## config.mk

```make
export PLATFORM = sky130hd
export DESIGN_NAME = crw_ctrl
export DESIGN_NICKNAME = d
export VERILOG_FILES = /design/src/rtl/crw_pkg.sv /design/src/rtl/crw_ctrl.sv
export SDC_FILE = /design/constraint.sdc
export NUM_CORES = 1
export LEC_CHECK = 0
export ABC_CLOCK_PERIOD_IN_PS = 2400
export BUFFER_PORTS_ARGS = -buffer_cell sky130_fd_sc_hd__buf_2
export CORE_AREA = 4 4 41 43
export DETAILED_ROUTE_END_ITERATION = 16
export DIE_AREA = 0 0 45 47
export GPL_TIMING_DRIVEN = 0
export SLEW_MARGIN = 25
export SYNTH_ARGS = -nofsm -noshare
export SYNTH_HDL_FRONTEND = slang
export SYNTH_SLANG_ARGS = --single-unit
export TNS_END_PERCENT = 50
```

## constraint.sdc

```tcl
create_clock -name clk -period 2.4 [get_ports clk]
set_input_delay 0.24 -clock clk [delete_from_list [all_inputs] [get_ports clk]]
set_output_delay 0.24 -clock clk [all_outputs]
set_load 0.005 [all_outputs]
```

## src/rtl/crw_pkg.sv

```systemverilog
// Shared constants, command/status types and step codes for the spline weight block.
// No dependencies; the top level, crw_ctrl and crw_datapath import this package.
`timescale 1ns / 1ps

package crw_pkg;

    localparam int MAX_NODES_DEF = 64;
    localparam int FRAC_BITS_DEF = 16;

    localparam int NCW        = 7;   // node_count register width
    localparam int IDXW       = 6;   // node_index field width
    localparam int NODEW      = 32;  // node_value / query_x width
    localparam int OFSW       = 7;   // base_offset width
    localparam int IN_TDATA_W = 72;  // 6 + 32 + 32 rounded up to bytes
    localparam int OPW        = 5;

    localparam logic [NCW-1:0] NODE_COUNT_RST = NCW'(64);

    // Step codes; the controller state carries the step it is issuing.
    localparam logic [OPW-1:0] OP_IDLE  = 5'd0;
    localparam logic [OPW-1:0] OP_RD_LO = 5'd1;
    localparam logic [OPW-1:0] OP_RD_HI = 5'd2;
    localparam logic [OPW-1:0] OP_CHK   = 5'd3;
    localparam logic [OPW-1:0] OP_SRD   = 5'd4;
    localparam logic [OPW-1:0] OP_SUPD  = 5'd5;
    localparam logic [OPW-1:0] OP_IDX   = 5'd6;
    localparam logic [OPW-1:0] OP_RX0   = 5'd7;
    localparam logic [OPW-1:0] OP_RX1   = 5'd8;
    localparam logic [OPW-1:0] OP_RXM   = 5'd9;
    localparam logic [OPW-1:0] OP_RXP   = 5'd10;
    localparam logic [OPW-1:0] OP_CXP   = 5'd11;
    localparam logic [OPW-1:0] OP_DX    = 5'd12;
    localparam logic [OPW-1:0] OP_TDIV  = 5'd13;
    localparam logic [OPW-1:0] OP_TWAIT = 5'd14;
    localparam logic [OPW-1:0] OP_T     = 5'd15;
    localparam logic [OPW-1:0] OP_T2    = 5'd16;
    localparam logic [OPW-1:0] OP_T3    = 5'd17;
    localparam logic [OPW-1:0] OP_H     = 5'd18;
    localparam logic [OPW-1:0] OP_MULM  = 5'd19;
    localparam logic [OPW-1:0] OP_DIVM  = 5'd20;
    localparam logic [OPW-1:0] OP_MWAIT = 5'd21;
    localparam logic [OPW-1:0] OP_SM    = 5'd22;
    localparam logic [OPW-1:0] OP_MULP  = 5'd23;
    localparam logic [OPW-1:0] OP_DIVP  = 5'd24;
    localparam logic [OPW-1:0] OP_PWAIT = 5'd25;
    localparam logic [OPW-1:0] OP_SP    = 5'd26;
    localparam logic [OPW-1:0] OP_FIN   = 5'd27;

    typedef struct packed {
        logic [OPW-1:0] op;
        logic           load;   // query item accepted
        logic           wr;     // node write item accepted
    } crw_cmd_t;

    typedef struct packed {
        logic len_zero;
        logic div_busy;
        logic has_m;
        logic has_p;
        logic out_full;
    } crw_stat_t;

endpackage

```

## src/rtl/crw_ctrl.sv

```systemverilog
// Controller: sequences one query through search, divisions and weight steps.
// Depends on crw_pkg.
`timescale 1ns / 1ps

module crw_ctrl (
    input  logic               clk,
    input  logic               rst_n,
    input  logic               in_valid,
    input  logic               in_query,
    output logic               in_ready,
    input  crw_pkg::crw_stat_t stat,
    output crw_pkg::crw_cmd_t  cmd
);

    import crw_pkg::*;

    logic [OPW-1:0] state_reg, state_next;
    logic           accept;

    assign in_ready = state_reg == OP_IDLE;
    assign accept   = in_valid && in_ready;

    always_comb
    begin
        state_next = state_reg;
        case (state_reg)
            OP_IDLE:  if (accept && in_query) state_next = OP_RD_LO;
            OP_RD_LO: state_next = OP_RD_HI;
            OP_RD_HI: state_next = OP_CHK;
            OP_CHK:   state_next = OP_SRD;
            OP_SRD:   state_next = stat.len_zero ? OP_IDX : OP_SUPD;
            OP_SUPD:  state_next = OP_SRD;
            OP_IDX:   state_next = OP_RX0;
            OP_RX0:   state_next = OP_RX1;
            OP_RX1:   state_next = OP_RXM;
            OP_RXM:   state_next = OP_RXP;
            OP_RXP:   state_next = OP_CXP;
            OP_CXP:   state_next = OP_DX;
            OP_DX:    state_next = OP_TDIV;
            OP_TDIV:  state_next = OP_TWAIT;
            OP_TWAIT: if (!stat.div_busy) state_next = OP_T;
            OP_T:     state_next = OP_T2;
            OP_T2:    state_next = OP_T3;
            OP_T3:    state_next = OP_H;
            // Skip a neighbor division when that neighbor is folded in.
            OP_H:     state_next = stat.has_m ? OP_MULM : (stat.has_p ? OP_MULP : OP_FIN);
            OP_MULM:  state_next = OP_DIVM;
            OP_DIVM:  state_next = OP_MWAIT;
            OP_MWAIT: if (!stat.div_busy) state_next = OP_SM;
            OP_SM:    state_next = stat.has_p ? OP_MULP : OP_FIN;
            OP_MULP:  state_next = OP_DIVP;
            OP_DIVP:  state_next = OP_PWAIT;
            OP_PWAIT: if (!stat.div_busy) state_next = OP_SP;
            OP_SP:    state_next = OP_FIN;
            // Hold until the output register is free.
            OP_FIN:   if (!stat.out_full) state_next = OP_IDLE;
            default:  state_next = OP_IDLE;
        endcase
    end

    always_ff @(posedge clk or negedge rst_n)
    begin
        if (!rst_n)
        begin
            state_reg <= OP_IDLE;
        end
        else
        begin
            state_reg <= state_next;
        end
    end

    assign cmd.op   = state_reg;
    assign cmd.load = accept && in_query;
    assign cmd.wr   = accept && !in_query;

endmodule

```

* After elaboration in Yosys (flattened, before gate mapping)
Cells that the tools add are included.
** Cells by class
- Eq/ne operators :: 32
- Mux-type cells :: 9
- Reductions and logical operators :: 7
** Operators with widths (count)
- $pmux W5 S27 :: 1
- $eq A5 B5 Y1 const B :: 12
- $eq A5 B4 Y1 const B :: 8
- $mux W5 :: 6
- $eq A5 B3 Y1 const B :: 4
- $eq A5 B2 Y1 const B :: 2
- $ne A2 B2 Y1 const B :: 4
- $eq A5 B1 Y1 const B :: 1
- $logic_not A5 Y1 :: 1
- $reduce_and A5 Y1 :: 1
- $mux W4 :: 1
- $logic_and A1 B1 Y1 :: 3
- $mux W2 :: 1
- $ne A2 B1 Y1 const B :: 1
- $reduce_or A2 Y1 :: 1
- $logic_not A1 Y1 :: 1
** Storage, ports and cells
- Register bits after elaboration :: 5
- Bits of input ports :: 9
- Output and inout port bits :: 8
- Word-level logic and storage cells :: 49

* Logic depth before layout (Yosys ltp)
Gate-level depths: netlist (run 1).
- Depth after elaboration :: 5
- Gate-level depth with buffers :: 5
- Gate-level depth less buffers :: 4

* Worst setup path before layout (run 1)
Ideal clock, no wire load.
- Kind :: flip-flop to flip-flop
- From :: register state_reg[3]
- To :: register state_reg[0]
- Library setup time :: 0.125 ns
- Arrival :: 1.528 ns
- Required time :: 2.275 ns
- Slack :: 0.747 ns
- Cell stages (with the launch flop) :: 6
- Path buffers :: 1
- Clock period less this slack :: 1.653 ns
- Cells stage by stage :: dfrtp_1 -> buf_6 -> nor4bb_1 -> a31o_1 -> a221oi_4 -> mux2_4
** Between the ends
- Cells in the longest elaborated chain, start to end :: 5
- Elaborated cells on any way between the ends :: 38
- Classes of those cells :: eq/ne: 32; mux: 1; reduce/logical: 5
** Ends and longest elaborated chain
- start: declaration :: line crw_ctrl.sv:17 : logic [OPW-1:0] state_reg, state_next;
- start signal: assignment :: line crw_ctrl.sv:69 : state_reg <= state_next;
- branches (longest 5 deep; another with $pmux W5 S27)
Several ways; the timed one is not identified.
A chain may end at the register's enable or synchronous reset.

==> results.txt, run 1 <==
- The run finished with clean final reports.
- Power spread over the standard cell area amounts to 1306 mW/mm^2.
- Maximum clock skew at final layout: 0.001434 ns
* # rows: 13
* TritonCTS clock tree: yes
* Time the worst path needs with I/O delays and setup: 1.741 ns
- Number of stages on the worst hold path: 2
* Worst-path cell chain: buf_6 -> nor2_1 -> nor4b_4 -> and3_1 -> buf_2
- The final hold violation count is 0.
- For the final routed database, the setup TNS stands at 0 ns.
- Hold Crit Class: input port to flop
- The initial antenna violation count is 0.
* Maximum number of pins on one net before global-route repair: 11
- Once detail routing completed, the nets flagged for antenna violations numbered 0.
- Port Buffer Count: 16
- Routability Congestion: 0.7576
- Synth Area per Inst: 9.234 sq um
- Clock insertion delay at the later pin of the skew report: 0.23 ns
- Detailed placement ended at an HPWL of 782.9 um.
* FF-to-FF path depth: 5
- Counting flops and latches in the post-synthesis netlist gives 5.
- Maximum fanout encountered on the critical timing path: 9
- The detailed router placed 452 vias in this run.
* Cts bufs inserted: 3
- After clock tree synthesis, the flow added hold-fix buffers numbering 1.
- Starting Density: 35.48%
* Sink count of the clock tree: 5
* Cell count after synthesis: 50
* Number of vias per cell: 5.256
* Syn. warnings: 0
- Dividing the detail-routed wire length by the instance count gives 11.64 um.
- Final Max Slew Viols: 0
- The floorplan step defined a die boundary enclosing 0.002115 sq mm.
- The global routing stage identified its most utilized layer as met2.
- First-pass GRT wire length: 1600 um
* VDD IR max: 0.5309 mV
- The floorplan step set the die height to 47 um.
* Top post-synthesis cells by area: dfrtp_1 (27%), mux2_4 (6.5%), a221oi_4 (5.7%)
- Endpoints failing setup: 0
* Post-Syn Nets: 59
- # H-tree levels: 1
* Detailed-router iteration count before antenna repair: 3
- Clock transition at the register clock pins on the worst setup and hold paths after CTS: 0.04 ns
- Worst Setup Start Kind: flop
- Derived from the worst setup path, the maximum achievable clock frequency is 0.5745 GHz.
* GR Util All Layers: 11.12%
- The via count of the first global-routing pass is 383.
- Global-route met3 utilization: 0%
- I/O pin count: 17
- Cell type with the highest aggregate area in the netlist: dfrtp_1
* Max-Cap Viols: 0
- Met2 demand-to-capacity share in global routing: 16.67%
- Critical path class: flop to primary output
* Flip-flop count of the largest register after layout: 5
- Root buffer cell: clkbuf_4
- Total of cells resized after clock tree synthesis: 0
- Data arrives at the worst endpoint at 1.50 ns.
* Die width: 45 um
* Core area: 0.001301 sq mm
- Worst-path cell with the longest stage delay: dfrtp_1
- Summing the sequential cell areas from Yosys gives 27.10% of the chip area.
- Number of distinct library cell variants in the gate-level netlist after synthesis: 30
* Share of the synthesized area in the top cell type: 27.10%
* Post-detailed-routing wire length: 1001 um
* Leftover overflow at the end of global routing: 0
- After detailed placement, the design holds a cell count of 81.
* GR Layer Usage met1: 13.16%
- Iter 0 DRT Violations: 6
* Drc violations: 0
- Max clock buf depth: 2
- Rel. slew slack: 77.77%
- Of the cells placed in the final design, the portion with a size suffix greater than 1 is 42.25%.
- Worst endpoint required time: 2.16 ns
- In this run the static leakage power is 0.0002833 uW.
- Fin crit share: 72.53%
* Final Instance Count excl. Fillers: 86
- Slew of the pin with the lowest slew margin: 0.3320 ns
- Final antenna diode count: 0
* Setup bufs post-CTS: 0
- Setup repair after global routing missed its margin: no
* Area overhead of the layout relative to synthesis: 29.27%
- Synthesized area: 461.7 sq um
- For this run, the slowest stage of the critical path takes 0.37 ns.
- Crit. End Element: primary output
- Nets: 81
path summary, 6_finish.rpt:
| path | endpoint | slack [ns] | startpoint |
|---|---|---|---|
| max in group asynchronous | state_reg[2]$_DFFE_PN0P_ | 1.92 | rst_n |
| min reg2reg | state_reg[3]$_DFFE_PN0P_ | 0.72 | state_reg[3]$_DFFE_PN0P_ |
| max | cmd[1] | 0.66 | state_reg[3]$_DFFE_PN0P_ |
| max reg2reg | state_reg[1]$_DFFE_PN0P_ | 0.72 | state_reg[3]$_DFFE_PN0P_ |
| min in group asynchronous | state_reg[1]$_DFFE_PN0P_ | 0.36 | rst_n |
| min | state_reg[2]$_DFFE_PN0P_ | 0.23 | stat[1] |
worst max-delay path, delay by kind of cell, from the launching register on:
kind,cells,cell delay [ns]
buffers and inverters,2,0.25
and+or+nand+nor,3,0.65
DFF,1,0.37
synth_stat cells, drive strengths merged:
library cell  number
a21oi              4
a221oi             2
a22oi              1
a311oi             1
a31o               2
and2               1
and3               1
buf                5
dfrtp              5
inv                2
mux2               2
mux2i              1
nand2              6
nand3              1
nand4              1
nor2               3
nor2b              1
nor3               1
nor4b              2
nor4bb             1
o211ai             1
o21ai              2
o2bb2ai            1
o41ai              1
or2                1
or4b               1
metal layers:
metal	part of all wire [%]	wire [um]
met1	42	425
met2	52	518
met3	3.0	30
met4	2.7	27
met5	0	0
metrics by stage:
step           instance area [sq um]  total power, uW  setup WS (ns)  hold slack, ns  util (%)
6_report                       596.8            779.6         0.6593          0.2331     45.87
5_1_grt                        596.8            860.0         0.5174          0.2419     45.87
4_1_cts                        596.8            792.6         0.6288          0.2288     45.87
3_5_place_dp                   560.5            693.6         0.7219         0.05561     43.08
3_3_place_gp                   560.5            689.8         0.7180         0.05346     43.08
2_1_floorplan                  461.7            566.2         0.7474        -0.05559         -
area by class of cell:
class                   count  area [sq um]
well taps                  15         18.77
repair buffers             17         90.09
flip-flops and latches      5         125.1
fillers                   155         704.4
multi-input cells          38         297.8
clock buffers               4         26.28
plain buffers               5         31.28
inverters                   2         7.507
where the power goes:
group          switching (uW)  leakage, uW  internal, uW
Clock                    29.6    0.0000150          62.5
Sequential               52.0    0.0000606           129
Combinational             253     0.000208           254
cells in the final DEF, fill, tap and decap left out, drive strengths merged:
| cell | synthesis | final |
|---|---|---|
| buf | 5 | 21 |
| nor4b | 2 | 2 |
| nand3 | 1 | 1 |
| or2 | 1 | 1 |
| dlygate4sd3 | 0 | 1 |
| nor2 | 3 | 3 |
| o21ai | 2 | 2 |
| nand4 | 1 | 1 |
| mux2 | 2 | 2 |
| nor4bb | 1 | 1 |
| nand2 | 6 | 6 |
| and2 | 1 | 1 |
| inv | 2 | 2 |
| a31o | 2 | 2 |
| a21oi | 4 | 4 |
| nor2b | 1 | 1 |
| and3 | 1 | 1 |
| a221oi | 2 | 2 |
| mux2i | 1 | 1 |
| or4b | 1 | 1 |
| o2bb2ai | 1 | 1 |
| o211ai | 1 | 1 |
| o41ai | 1 | 1 |
| dfrtp | 5 | 5 |
| a311oi | 1 | 1 |
| clkbuf | 0 | 4 |
| a22oi | 1 | 1 |
| nor3 | 1 | 1 |
cell families after synthesis:
logic type / Yosys count / share of synthesized area, %
and+or+nand+nor: 20 / 29.00
buffers and inverters: 7 / 8.402
DFF: 5 / 27.10
muxes: 3 / 8.672
AOI/OAI and AO/OA: 15 / 26.83
No activity file was read; power rests on OpenSTA's default activity.
==> inputs of run 2 (changes only) <==
--- a/config.mk
+++ b/config.mk
@@ -5,7 +5,7 @@
 export SDC_FILE = /design/constraint.sdc
 export NUM_CORES = 1
 export LEC_CHECK = 0
-export ABC_CLOCK_PERIOD_IN_PS = 2400
+export ABC_CLOCK_PERIOD_IN_PS = 1600
 export BUFFER_PORTS_ARGS = -buffer_cell sky130_fd_sc_hd__buf_2
 export CORE_AREA = 4 4 41 43
 export DETAILED_ROUTE_END_ITERATION = 16
==> constraint.sdc (replaced) <==
create_clock -name clk -period 1.6 [get_ports clk]
set_input_delay 0.16 -clock clk [delete_from_list [all_inputs] [get_ports clk]]
set_output_delay 0.16 -clock clk [all_outputs]
set_load 0.005 [all_outputs]
==> results.txt, run 2 (synthesis gave the netlist of run 1 again) <==
* Most frequent cells in the layout: buf_2 (18), nand2_1 (5), buf_4 (5)
- Time the worst path needs with I/O delays and setup: 1.600 ns
* Flop pwr share: 21.2%
* Iter 0 DRT Violations: 7
- Routability Congestion: 0.7300
- Setup ws final: -0.0003270 ns
- Fill cells: 130
- The clock reaches the later pin of the worst-skew pair after 0.24 ns.
- Internal power comes to 826.9 uW.
* Number of stages on the worst setup path: 4
* Worst Setup Start Kind: flop
- Drc violations: 0
- Global routing finished with a remaining overflow of 0.
* TritonCTS clock tree: yes
- Sink count of the clock tree: 5
- Slew of the pin with the lowest slew margin: 0.3005 ns
- Buffers plus inverters on the worst setup path: 0
- End of the worst register-to-register path: state_reg[1]$_DFFE_PN0P_
- At the worst endpoint, the arrival time is 1.72 ns.
- Adding up every negative setup slack in the final design gives -0.0003438 ns.
- In this run the worst hold path is classified as input port to flop.
- The register with the most flip-flops in the layout has 5 of them.
- Along the worst path, the maximum fanout reaches 5.
- First-pass GRT wire length: 1752 um
* Violated checks: negative setup slack
- The share of total power dissipated in combinational logic is 68.7%.
- # H-tree levels: 1
- Leakage: 0.0003243 uW
- In this run the tightest slew margin relative to its limit is 79.75%.
* Nets: 86
- The clock arrives with 0.003531 ns of skew.
- The die covers 0.002115 sq mm.
* CP Launch Point: state_reg[1]$_DFFE_PN0P_
* Sw Ratio: 41.88%
- The number of antenna diodes in the final layout is 0.
- Post-DR wirelength/cell: 13.78 um
* Critical path class: flop to flop
- Status: complete, but fails checks
* Clock transition at the register clock pins on the worst setup and hold paths after CTS: 0.04 ns
* Endpoints failing hold: 0
* NetSw: 595.9 uW
- Endpoints failing setup: 2
- Via count of the first global-routing pass: 432
- Number of antenna violations at the first check in global routing: 0
- The finished cells cover 699.4 sq um.
* Die width: 45 um
* I/O pin count: 17
- The initial utilization of the core area, before any placement, comes to 35.48%.
- For this run, the slowest stage of the critical path takes 0.44 ns.
- Total instance count after detailed placement: 81
* Cell class contributing the biggest share of worst-path delay: compound AO/OA/AOI/OAI gates
- Among all stages on the critical path, the largest delay is contributed by dfrtp_2.
- The library cell used most frequently in the layout, excluding fill and tap cells, is buf_2.
- The critical path goes through nor4bb_1 -> a31o_1 -> a221oi_4 -> mux2_4.
- In the routed layout, each cell is associated on average with a via count of 5.341.
* Core area: 0.001301 sq mm
- In this run the power density over the cells is 2034 mW/mm^2.
- Setup repair after global routing missed its margin: yes
- Area overhead of the layout relative to synthesis: 51.49%
- The initialized floorplan defines 13 standard-cell rows.
- The first TritonRoute pass finished after 4 iterations.
- Placement-stage cell area: 560.5 sq um
- Maximum achievable frequency: 0.6249 GHz
- Summed over all layers, the routed wires come to 1254 um.
* Number of nets with antenna violations after detailed routing: 0
* Final Max Slew Viols: 0
* Estimated wirelength of the detail-placed design: 786.6 um
- Root buffer cell: clkbuf_4
- In this run, the clock network consumes 10.1% of the power.
* Cts bufs inserted: 3
* Height of the die: 47 um
- After the flow finishes, the layout carries non-filler instances totaling 91.
* Number of vias after detailed routing: 486
- At the placement stage, the worst setup path has a slack of -0.06817 ns.
- Port buffering added 16 buffers.
* Hold WS: 0.1858 ns
- Worst endpoint required time: 1.72 ns
- Max-Cap Viols: 0
- In this run the worst setup path terminates at state_reg[1]$_DFFE_PN0P_.
- The worst path uses 100.0% of the clock period.
- For this run, the total global-route usage over all layers was measured as 11.67%.
* Max clock buf depth: 2
- In the final layout, the share of cells above drive strength 1 is 56.58%.
* FF-to-FF path depth: 4
- Entering global routing, the biggest net connects 11 pins.
- For flop-to-flop paths, the worst setup slack is -0.0003 ns.
* RR Startpoint: state_reg[1]$_DFFE_PN0P_
- STA classifies the critical path endpoint as a flop.
* Number of stages on the worst hold path: 2
- VDD IR max: 0.8761 mV
-- run 2: power groups by stage --
| stage | clock network [uW] | registers, uW | logic [uW] |
|---|---|---|---|
| final | 144 | 302 | 978 |
| after global routing | 151 | 321 | 1060 |
| after CTS | 147 | 271 | 879 |
| after detailed placement | 0 | 275 | 760 |
| after global placement | 0 | 272 | 763 |
| after floorplan | 0 | 268 | 581 |
-- run 2: area by class of cell --
cell class                      count  area (sq um)  share of cell area [%]
Clock buffer                        4         26.28                   3.757
Multi-Input combinational cell     38         339.1                   48.48
Inverter                            2         7.507                   1.073
Tap cell                           15         18.77                   2.683
Buffer                              4         32.53                   4.651
Sequential cell                     5         127.6                   18.25
Timing Repair Buffer               23         147.6                   21.11
-- run 2: worst reg2reg max path: cells and delay by family, from the launching register on --
| kind | cells | cell delay [ns] |
|---|---|---|
| AO/OA/AOI/OAI | 2 | 0.57 |
| flip-flops | 1 | 0.44 |
| multiplexers | 1 | 0.33 |
| AND/OR/NAND/NOR | 1 | 0.15 |
-- run 2: worst min-delay path by stage --
stage            start                       end
2_1_floorplan    rst_n  state_reg[0]$_DFFE_PN0P_
3_3_place_gp     rst_n  state_reg[2]$_DFFE_PN0P_
3_5_place_dp     rst_n  state_reg[2]$_DFFE_PN0P_
4_1_cts        stat[1]  state_reg[2]$_DFFE_PN0P_
5_1_grt        stat[1]  state_reg[2]$_DFFE_PN0P_
6_report       stat[1]  state_reg[2]$_DFFE_PN0P_
-- run 2: metal layers --
metal / share of wire [%] / global-route usage (%) / up-vias
li1: - / - / 239
met1: 39 / 13.13 / 234
met2: 56 / 21.19 / 11
met3: 3.0 / 0 / 2
met4: 1.4 / 8.772 / 0
met5: 0 / 0 / -
-- run 2: timing repair --
action                     in CTS  in global routing
hold endpoints to repair        5                  0
hold buffers                    1                  0
pin swaps                       1                  4
resized for setup               2                 12
setup endpoints to repair       4                  6
buffers inserted                4                  2
-- run 2: stage by stage --
stage          util, %  power (uW)
5_1_grt          53.75        1527
2_1_floorplan        -       849.1
3_3_place_gp     43.08        1035
3_5_place_dp     43.08        1034
4_1_cts          49.52        1298
6_report         53.75        1423
